## src/design/assert_macros.svh

```systemverilog
`ifndef ASSERT_MACROS_SVH
`define ASSERT_MACROS_SVH

// same-cycle implication
`define ASSERT_IMP(label, clk, rst_n, pre, post) \
  label: assert property (@(posedge clk) disable iff (!rst_n) (pre) |-> (post)) \
    else $error("assertion failed: same-cycle implication");

// next-cycle implication
`define ASSERT_NEXT(label, clk, rst_n, pre, post) \
  label: assert property (@(posedge clk) disable iff (!rst_n) (pre) |=> (post)) \
    else $error("assertion failed: next-cycle implication");

`endif

```

## src/design/gqm_pkg.sv

```systemverilog
`timescale 1ns / 1ps
`default_nettype none
package gqm_pkg;

  localparam int unsigned DEF_MAX_FEATURES = 4096;
  localparam int unsigned FEAT_CAP         = 4096;

  localparam int unsigned CFG_W     = 13;
  localparam int unsigned CFG_IDX_W = 2;
  localparam int unsigned CNT_W     = 12;

  localparam logic [CFG_IDX_W-1:0] CFG_NUM_COLS    = 2'd0;
  localparam logic [CFG_IDX_W-1:0] CFG_GRP_COLS    = 2'd1;
  localparam logic [CFG_IDX_W-1:0] CFG_NUM_ROWS    = 2'd2;
  localparam logic [CFG_IDX_W-1:0] CFG_BIAS_ENABLE = 2'd3;

  localparam logic [CFG_W-1:0] RST_NUM_COLS = 13'd64;
  localparam logic [CFG_W-1:0] RST_GRP_COLS = 13'd32;
  localparam logic [CFG_W-1:0] RST_NUM_ROWS = 13'd64;

  typedef enum logic [2:0] {
    ST_IDLE,
    ST_MUL,
    ST_PART,
    ST_SCALE,
    ST_ROUND,
    ST_ACC,
    ST_EMIT
  } state_t;

  typedef struct packed {
    logic load;
    logic mul;
    logic part;
    logic scale;
    logic round;
    logic acc;
    logic emit;
  } cmd_t;

  typedef struct packed {
    logic group_end;
    logic row_end;
    logic out_free;
  } sts_t;

  typedef struct packed {
    logic [CFG_W-1:0] num_cols;
    logic [CFG_W-1:0] grp_cols;
    logic [CFG_W-1:0] num_rows;
    logic             bias_enable;
  } cfg_t;

  function automatic logic [CFG_W-1:0] eff_count(input logic [CFG_W-1:0] v,
                                                 input logic [CFG_W-1:0] lim);
    logic [CFG_W-1:0] r;
    if (v == '0) begin
      r = {{(CFG_W-1){1'b0}}, 1'b1};
    end else if (v > lim) begin
      r = lim;
    end else begin
      r = v;
    end
    return r;
  endfunction

endpackage
`default_nettype wire

```

## src/design/gqm_ctrl.sv

```systemverilog
`timescale 1ns / 1ps
`default_nettype none
module gqm_ctrl import gqm_pkg::*; (
  input  logic   clk,
  input  logic   rst_n,
  input  logic   in_valid,
  output logic   in_ready,
  input  sts_t   sts,
  output cmd_t   cmd
);

  state_t state_r;
  state_t state_nxt;

  always_ff @(posedge clk) begin
    if (!rst_n) begin
      state_r <= ST_IDLE;
    end else begin
      state_r <= state_nxt;
    end
  end

  always_comb begin
    state_nxt = state_r;
    case (state_r)
      ST_IDLE: begin
        if (in_valid) state_nxt = ST_MUL;
      end
      ST_MUL:   state_nxt = ST_PART;
      ST_PART:  state_nxt = sts.group_end ? ST_SCALE : ST_IDLE;
      ST_SCALE: state_nxt = ST_ROUND;
      ST_ROUND: state_nxt = ST_ACC;
      ST_ACC:   state_nxt = sts.row_end ? ST_EMIT : ST_IDLE;
      ST_EMIT: begin
        if (sts.out_free) state_nxt = ST_IDLE;
      end
      default:  state_nxt = ST_IDLE;
    endcase
  end

  always_comb begin
    cmd      = '0;
    in_ready = 1'b0;
    case (state_r)
      ST_IDLE: begin
        in_ready = 1'b1;
        cmd.load = in_valid;
      end
      ST_MUL:   cmd.mul   = 1'b1;
      ST_PART:  cmd.part  = 1'b1;
      ST_SCALE: cmd.scale = 1'b1;
      ST_ROUND: cmd.round = 1'b1;
      ST_ACC:   cmd.acc   = 1'b1;
      ST_EMIT:  cmd.emit  = sts.out_free;
      default: begin
        cmd      = '0;
        in_ready = 1'b0;
      end
    endcase
  end

endmodule
`default_nettype wire

```

## src/design/gqm_datapath.sv

```systemverilog
`timescale 1ns / 1ps
`default_nettype none
module gqm_datapath import gqm_pkg::*; (
  input  logic               clk,
  input  logic               rst_n,
  input  cmd_t               cmd,
  input  cfg_t               cfg,
  input  logic signed [7:0]  in_weight_value,
  input  logic signed [15:0] in_activation,
  input  logic signed [15:0] in_group_scale,
  input  logic signed [31:0] in_row_bias,
  output sts_t               sts,
  output logic               out_valid,
  input  logic               out_ready,
  output logic signed [31:0] out_row_value,
  output logic [11:0]        out_row_index,
  output logic               out_last_row
);

  logic signed [7:0]  w_r;
  logic signed [15:0] a_r;
  logic signed [15:0] s_r;
  logic signed [31:0] b_r;

  logic signed [23:0] prod_r;
  logic signed [35:0] gp_r;
  logic signed [51:0] sprod_r;
  logic signed [39:0] scaled_r;
  logic signed [47:0] acc_r;

  logic [CNT_W-1:0] cc_r;
  logic [CNT_W-1:0] gcc_r;
  logic [CNT_W-1:0] rc_r;
  logic             grp_end_r;
  logic             row_end_r;
  logic             out_valid_r;

  logic [CNT_W-1:0] cc_inc;
  logic [CNT_W-1:0] gcc_inc;
  logic             row_end_nxt;
  logic             grp_end_nxt;
  logic [CFG_W-1:0] rc_inc;
  logic             last_nxt;
  logic [51:0]      rnd_sum;
  logic [48:0]      acc_sum;
  logic [47:0]      acc_nxt;
  logic [31:0]      out_sat;

  assign cc_inc      = cc_r + 12'd1;
  assign gcc_inc     = gcc_r + 12'd1;
  assign row_end_nxt = (cc_inc == '0) || ({1'b0, cc_inc} >= cfg.num_cols);
  assign grp_end_nxt = row_end_nxt || (gcc_inc == '0) ||
                       ({1'b0, gcc_inc} >= cfg.grp_cols);
  assign rc_inc      = {1'b0, rc_r} + 13'd1;
  assign last_nxt    = (rc_inc >= cfg.num_rows);

  assign rnd_sum = sprod_r + 52'sd2048;
  assign acc_sum = {acc_r[47], acc_r} + {{9{scaled_r[39]}}, scaled_r};

  always_comb begin
    if (acc_sum[48] != acc_sum[47]) begin
      acc_nxt = acc_sum[48] ? {1'b1, 47'd0} : {1'b0, {47{1'b1}}};
    end else begin
      acc_nxt = acc_sum[47:0];
    end
  end

  always_comb begin
    if ((&acc_r[47:31]) || !(|acc_r[47:31])) begin
      out_sat = acc_r[31:0];
    end else begin
      out_sat = acc_r[47] ? 32'h8000_0000 : 32'h7FFF_FFFF;
    end
  end

  always_ff @(posedge clk) begin
    if (cmd.load) begin
      w_r <= in_weight_value;
      a_r <= in_activation;
      s_r <= in_group_scale;
      b_r <= in_row_bias;
    end
    if (cmd.mul) begin
      prod_r <= w_r * a_r;
    end
    if (cmd.scale) begin
      sprod_r <= gp_r * s_r;
    end
    if (cmd.round) begin
      scaled_r <= rnd_sum[51:12];
    end
    if (cmd.emit) begin
      out_row_value <= out_sat;
      out_row_index <= rc_r;
      out_last_row  <= last_nxt;
    end
  end

  always_ff @(posedge clk) begin
    if (!rst_n) begin
      cc_r        <= '0;
      gcc_r       <= '0;
      rc_r        <= '0;
      gp_r        <= '0;
      acc_r       <= '0;
      grp_end_r   <= 1'b0;
      row_end_r   <= 1'b0;
      out_valid_r <= 1'b0;
    end else begin
      if (cmd.mul) begin
        cc_r      <= row_end_nxt ? '0 : cc_inc;
        gcc_r     <= grp_end_nxt ? '0 : gcc_inc;
        grp_end_r <= grp_end_nxt;
        row_end_r <= row_end_nxt;
        if (cc_r == '0) begin
          acc_r <= cfg.bias_enable ? {{16{b_r[31]}}, b_r} : '0;
        end
      end
      if (cmd.part) begin
        gp_r <= gp_r + {{12{prod_r[23]}}, prod_r};
      end
      if (cmd.scale) begin
        gp_r <= '0;
      end
      if (cmd.acc) begin
        acc_r <= acc_nxt;
      end
      if (cmd.emit) begin
        rc_r        <= last_nxt ? '0 : rc_inc[CNT_W-1:0];
        out_valid_r <= 1'b1;
      end else if (out_ready) begin
        out_valid_r <= 1'b0;
      end
    end
  end

  assign sts.group_end = grp_end_r;
  assign sts.row_end   = row_end_r;
  assign sts.out_free  = !out_valid_r || out_ready;
  assign out_valid     = out_valid_r;

endmodule
`default_nettype wire

```

## src/design/group_quantized_int8_matvec_core.sv

```systemverilog
`timescale 1ns / 1ps
`default_nettype none
// channel  direction  handshake            payload
// in_      input      in_valid/in_ready    weight_value, activation, group_scale, row_bias
// out_     output     out_valid/out_ready  row_value, row_index, last_row
// cfg_     input      cfg_wr_en            cfg_index, cfg_wdata
//
// Each item goes through multiply and add to group partial; one that closes a group
// goes on to scale multiply, round and row add, and one that closes a row to emit.
// The row end waits in its last step while the output register is still full.
// Reset is synchronous and clears counters, accumulators and the output valid.
// The input is not taken again until the current item has finished.
`include "assert_macros.svh"
module group_quantized_int8_matvec_core import gqm_pkg::*; #(
  parameter int unsigned MAX_FEATURES = DEF_MAX_FEATURES
) (
  input  logic                 clk,
  input  logic                 rst_n,
  input  logic                 in_valid,
  output logic                 in_ready,
  input  logic signed [7:0]    in_weight_value,
  input  logic signed [15:0]   in_activation,
  input  logic signed [15:0]   in_group_scale,
  input  logic signed [31:0]   in_row_bias,
  output logic                 out_valid,
  input  logic                 out_ready,
  output logic signed [31:0]   out_row_value,
  output logic [11:0]          out_row_index,
  output logic                 out_last_row,
  input  logic                 cfg_wr_en,
  input  logic [CFG_IDX_W-1:0] cfg_index,
  input  logic [CFG_W-1:0]     cfg_wdata
);

  localparam int unsigned LIMIT_INT = (MAX_FEATURES < FEAT_CAP) ? MAX_FEATURES : FEAT_CAP;
  localparam logic [CFG_W-1:0] LIMIT = CFG_W'(LIMIT_INT);

  logic [CFG_W-1:0] num_cols_r;
  logic [CFG_W-1:0] grp_cols_r;
  logic [CFG_W-1:0] num_rows_r;
  logic             bias_enable_r;

  cfg_t cfg;
  cmd_t cmd;
  sts_t sts;

  always_ff @(posedge clk) begin
    if (!rst_n) begin
      num_cols_r    <= RST_NUM_COLS;
      grp_cols_r    <= RST_GRP_COLS;
      num_rows_r    <= RST_NUM_ROWS;
      bias_enable_r <= 1'b0;
    end else if (cfg_wr_en) begin
      case (cfg_index)
        CFG_NUM_COLS:    num_cols_r    <= cfg_wdata;
        CFG_GRP_COLS:    grp_cols_r    <= cfg_wdata;
        CFG_NUM_ROWS:    num_rows_r    <= cfg_wdata;
        CFG_BIAS_ENABLE: bias_enable_r <= cfg_wdata[0];
        default: begin
          num_cols_r <= num_cols_r;
        end
      endcase
    end
  end

  assign cfg.num_cols    = eff_count(num_cols_r, LIMIT);
  assign cfg.grp_cols    = eff_count(grp_cols_r, LIMIT);
  assign cfg.num_rows    = eff_count(num_rows_r, LIMIT);
  assign cfg.bias_enable = bias_enable_r;

  gqm_ctrl u_ctrl (
    .clk      (clk),
    .rst_n    (rst_n),
    .in_valid (in_valid),
    .in_ready (in_ready),
    .sts      (sts),
    .cmd      (cmd)
  );

  gqm_datapath u_datapath (
    .clk             (clk),
    .rst_n           (rst_n),
    .cmd             (cmd),
    .cfg             (cfg),
    .in_weight_value (in_weight_value),
    .in_activation   (in_activation),
    .in_group_scale  (in_group_scale),
    .in_row_bias     (in_row_bias),
    .sts             (sts),
    .out_valid       (out_valid),
    .out_ready       (out_ready),
    .out_row_value   (out_row_value),
    .out_row_index   (out_row_index),
    .out_last_row    (out_last_row)
  );

  `ASSERT_NEXT(a_one_in_flight, clk, rst_n, in_valid && in_ready, !in_ready)
  `ASSERT_IMP(a_cmd_onehot, clk, rst_n, 1'b1, $onehot0(cmd))
  `ASSERT_IMP(a_emit_free, clk, rst_n, cmd.emit, sts.out_free)
  `ASSERT_NEXT(a_emit_valid, clk, rst_n, cmd.emit, out_valid)

endmodule
`default_nettype wire

```

## config.mk

```make
export PLATFORM = sky130hd
export DESIGN_NAME = group_quantized_int8_matvec_core
export DESIGN_NICKNAME = d
export VERILOG_FILES = /design/src/design/gqm_pkg.sv /design/src/design/gqm_ctrl.sv /design/src/design/gqm_datapath.sv /design/src/design/group_quantized_int8_matvec_core.sv
export VERILOG_INCLUDE_DIRS = /design/src /design/src/design
export SDC_FILE = /design/constraint.sdc
export NUM_CORES = 2
export LEC_CHECK = 0
export ABC_CLOCK_PERIOD_IN_PS = 6500
export BUFFER_PORTS_ARGS = -buffer_cell sky130_fd_sc_hd__buf_2
export CAP_MARGIN = 25
export CORE_MARGIN = 2
export CORE_UTILIZATION = 26
export CTS_BUF_LIST = sky130_fd_sc_hd__clkbuf_8
export DETAILED_ROUTE_END_ITERATION = 6
export MAX_ROUTING_LAYER = met4
export PLACE_DENSITY = 0.51
export SYNTH_ARGS = -nofsm -noshare
export SYNTH_HDL_FRONTEND = slang
export SYNTH_SLANG_ARGS = --single-unit
```

## constraint.sdc

```tcl
create_clock -name clk -period 6.5 [get_ports clk]
set_input_delay 1.625 -clock clk [delete_from_list [all_inputs] [get_ports clk]]
set_output_delay 1.625 -clock clk [all_outputs]
set_load 0.02 [all_outputs]
```

==> flow_summary.toml <==
[worst_setup_path]
path_class = "flip-flop to flip-flop"
cp-start-kind = "flip-flop"
crit_path_end_kind = "flip-flop"
cp.arrival_ns = 7.23
critPathRequiredTime_ns = 6.98
cp_max_fo = 5

[finish]
area_growth_syn_to_layout_pct = 16.0
n_fill_cell = 17300
final_cell_mix = "inv_1 (815), nand2_1 (651), fa_1 (638)"
nets = 5921
regArea_mm2 = 0.00999
final_area_mm2 = 0.0504
multi_input_area_mm2 = 0.0300
drive_gt1_frac = 0.121
final_common_cell = "inv_1"

[detailed_routing]
wl_per_cell_um = 15.1
antenna_left = 0
vias_per_cell = 4.38
drc = 0
vias = 31300
drtIter0Drc = 1666
drt-pass1-iter-count = 6
wirelength_mm = 108

[run_status]
violations = "setup timing"
status = "finished, violations left"

[power_and_ir_drop]
ir_drop_v = 0.000175
powerDensity_mw_per_mm2 = 261
leakagePower_nw = 23.3

[synthesis]
synth_area_mm2 = 0.0434
yosys_register_bits = 388
yosysUniqueCellTypes = 78
synth_nets = 5635
synthAdderAreaFrac = 0.381
synth_compound_gate_area_share = 0.101
synth-edff-count = 222
synthSimpleGateAreaFrac = 0.159
synth_area_per_cell_um2 = 9.42
synth-xor-area-share = 0.0421
muxShareOfSynthArea = 0.000230
yosysWarnings = 0
synthCells = 4608
yosysSeqAreaShare = 0.230
synth_ff_type = "edfxtp_1"
async_flop_share = 0
synth_top_family_by_area = "adder cells"

[sta]
period_needed_ns = 6.74
finalHoldViolations = 0
final-setup-viol-count = 17
timing.final.crit_share = 1.04
drv_slew = 0
fin_skew_ns = 0.0438
worst_slack_ns = -0.243
holdWs_ns = 0.469
tightest_slew_ns = 0.991
fmax_ghz = 0.148
rsz0062_at_grt = "yes"
relSlewSlack = 0.339

[die]
initial_core_util = 0.263
std_cell_rows = 149
die_w_um = 413
io_pins = 139
die-area_mm2 = 0.170
core-area_mm2 = 0.165
dieHeight_um = 413

[clock_network]
clkLatencyLatePin_ns = 0.77
clockBufferDepth = 3
cts_made_buffers = 77
clk_pin_slew_worst_paths_ns = 0.06
cts_tree = "done"
clockRootBuffer = "clkbuf_8"
cts_htree_levels = 3
clock_sink_count = 388

[job]
max-cap-violations = 0

[global_route]
grt.overflow.total = 0
grt_pass1_vias = 32900
grt_pass1_wl_mm = 178
grt_usage = 0.133
grt_max_degree = 55
antenna_found_initial = 7

[worst_hold_path]
min_path_type = "flip-flop to flip-flop"

[placed_design]
gp_congestion = 0.873
io_buffers = 138
pre_cts_ws_ns = -0.459
dp_hpwl_mm = 87.8
placed_area_mm2 = 0.0483
sequential cells by signal (all words and copies together) (netlist names), 12 cells and up:
name	cells
u_datapath.a_r	16
num_rows_r	13
u_datapath.out_row_index	12
u_datapath.scaled_r	40
u_datapath.b_r	32
u_datapath.rc_r	12
u_datapath.acc_r	48
u_datapath.prod_r	24
u_datapath.cc_r	12
u_datapath.gp_r	36
u_datapath.gcc_r	12
u_datapath.s_r	16
u_datapath.sprod_r	41
u_datapath.out_row_value	32
grp_cols_r	13
num_cols_r	13
cell usage after synthesis (10+ instances only):
cell	count	area [um^2]
a211oi_1	12	90.1
a21o_1	131	983
a21oi_1	176	881
a22o_1	10	87.6
a22oi_1	32	240
a31oi_1	63	394
and2_1	318	1990
and3_1	30	188
and4_1	14	123
clkbuf_1	183	687
dfxtp_1	166	3320
edfxtp_1	222	6670
fa_1	646	12900
ha_1	289	3620
inv_1	796	2990
nand2_1	652	2450
nand2b_1	66	413
nand3_1	59	295
nand4_1	27	169
nor2_1	146	548
nor2b_1	22	138
nor3_1	30	150
nor4_1	14	87.6
o21a_1	28	210
o21ai_0	74	370
o21ai_1	14	70.1
o21bai_1	15	113
or3_1	17	106
xnor2_1	133	1160
xor2_1	76	666
through the flow:
step,util,TNS [ns],cells,power (mW)
floorplan,-,0,4608,8.24
global placement,0.292,-4.66,6988,10.4
detailed placement,0.292,-5.08,6989,10.4
CTS,0.303,-2.54,7139,13.3
global route,0.305,-6.83,7148,14.5
finish,0.305,-2.32,7148,13.2
area by class of cell:
cell class / instances / area share
Timing Repair Buffer: 398 / 0.0594
Sequential cell: 388 / 0.198
Tap cell: 2189 / 0.0544
Clock inverter: 58 / 0.00961
Antenna cell: 2 / 0.0000993
Inverter: 797 / 0.0594
Clock buffer: 84 / 0.0229
Multi-Input combinational cell: 3232 / 0.596
power by group:
group / switching [mW] / total [mW] / internal [mW]
Clock: 1.20 / 2.69 / 1.49
Combinational: 3.94 / 7.28 / 3.34
Sequential: 0.155 / 3.19 / 3.03
Total: 5.30 / 13.2 / 7.86
final timing paths:
check                     from                     end  slack [ns]  cells after the start
max          u_datapath.s_r[6]  u_datapath.sprod_r[51]       -0.24                     24
min              num_rows_r[0]           num_rows_r[0]        0.47                      2
max reg2reg  u_datapath.s_r[6]  u_datapath.sprod_r[51]       -0.24                     24
min reg2reg      num_rows_r[0]           num_rows_r[0]        0.47                      2
metal layers:
| layer | vias to the layer above | GRT usage | wire, um |
|---|---|---|---|
| met5 | - | - | 0 |
| met4 | 0 | 0.0326 | 2300 |
| met3 | 131 | 0.0225 | 4880 |
| met2 | 586 | 0.199 | 46000 |
| met1 | 15300 | 0.187 | 54700 |
| li1 | 15300 | - | - |
kinds of logic after synthesis:
kind of cell,count (synthesis)
compound gates,657
xor+xnor,209
fa+ha+maj,936
buf+inv,988
flops,388
mux,1
simple gates,1429
critical path, stage by stage (launching register included):
cell and delay (ns):
edfxtp_1 0.46, buf_6 0.18, and2_4 0.15, fa_1 0.54
inv_2 0.04, fa_2 0.44, fa_2 0.54, inv_2 0.04
fa_1 0.45, fa_1 0.51, inv_2 0.04, fa_1 0.51
inv_2 0.05, ha_4 0.21, a21o_1 0.18, a21o_1 0.16
a221o_1 0.30, o31a_1 0.30, o211a_4 0.29, o21ai_4 0.18
a21oi_4 0.09, nor2_4 0.14, o31ai_4 0.09, o41a_1 0.44
xnor2_1 0.14
repair_timing:
item	CTS	global route
endpoints found under the hold margin	0	0
hold buffers	0	0
setup endpoints to repair	21	27
resized for setup	16	53
buffers inserted	8	9
pin swaps	23	20
Power figures use the tool's default switching activity.
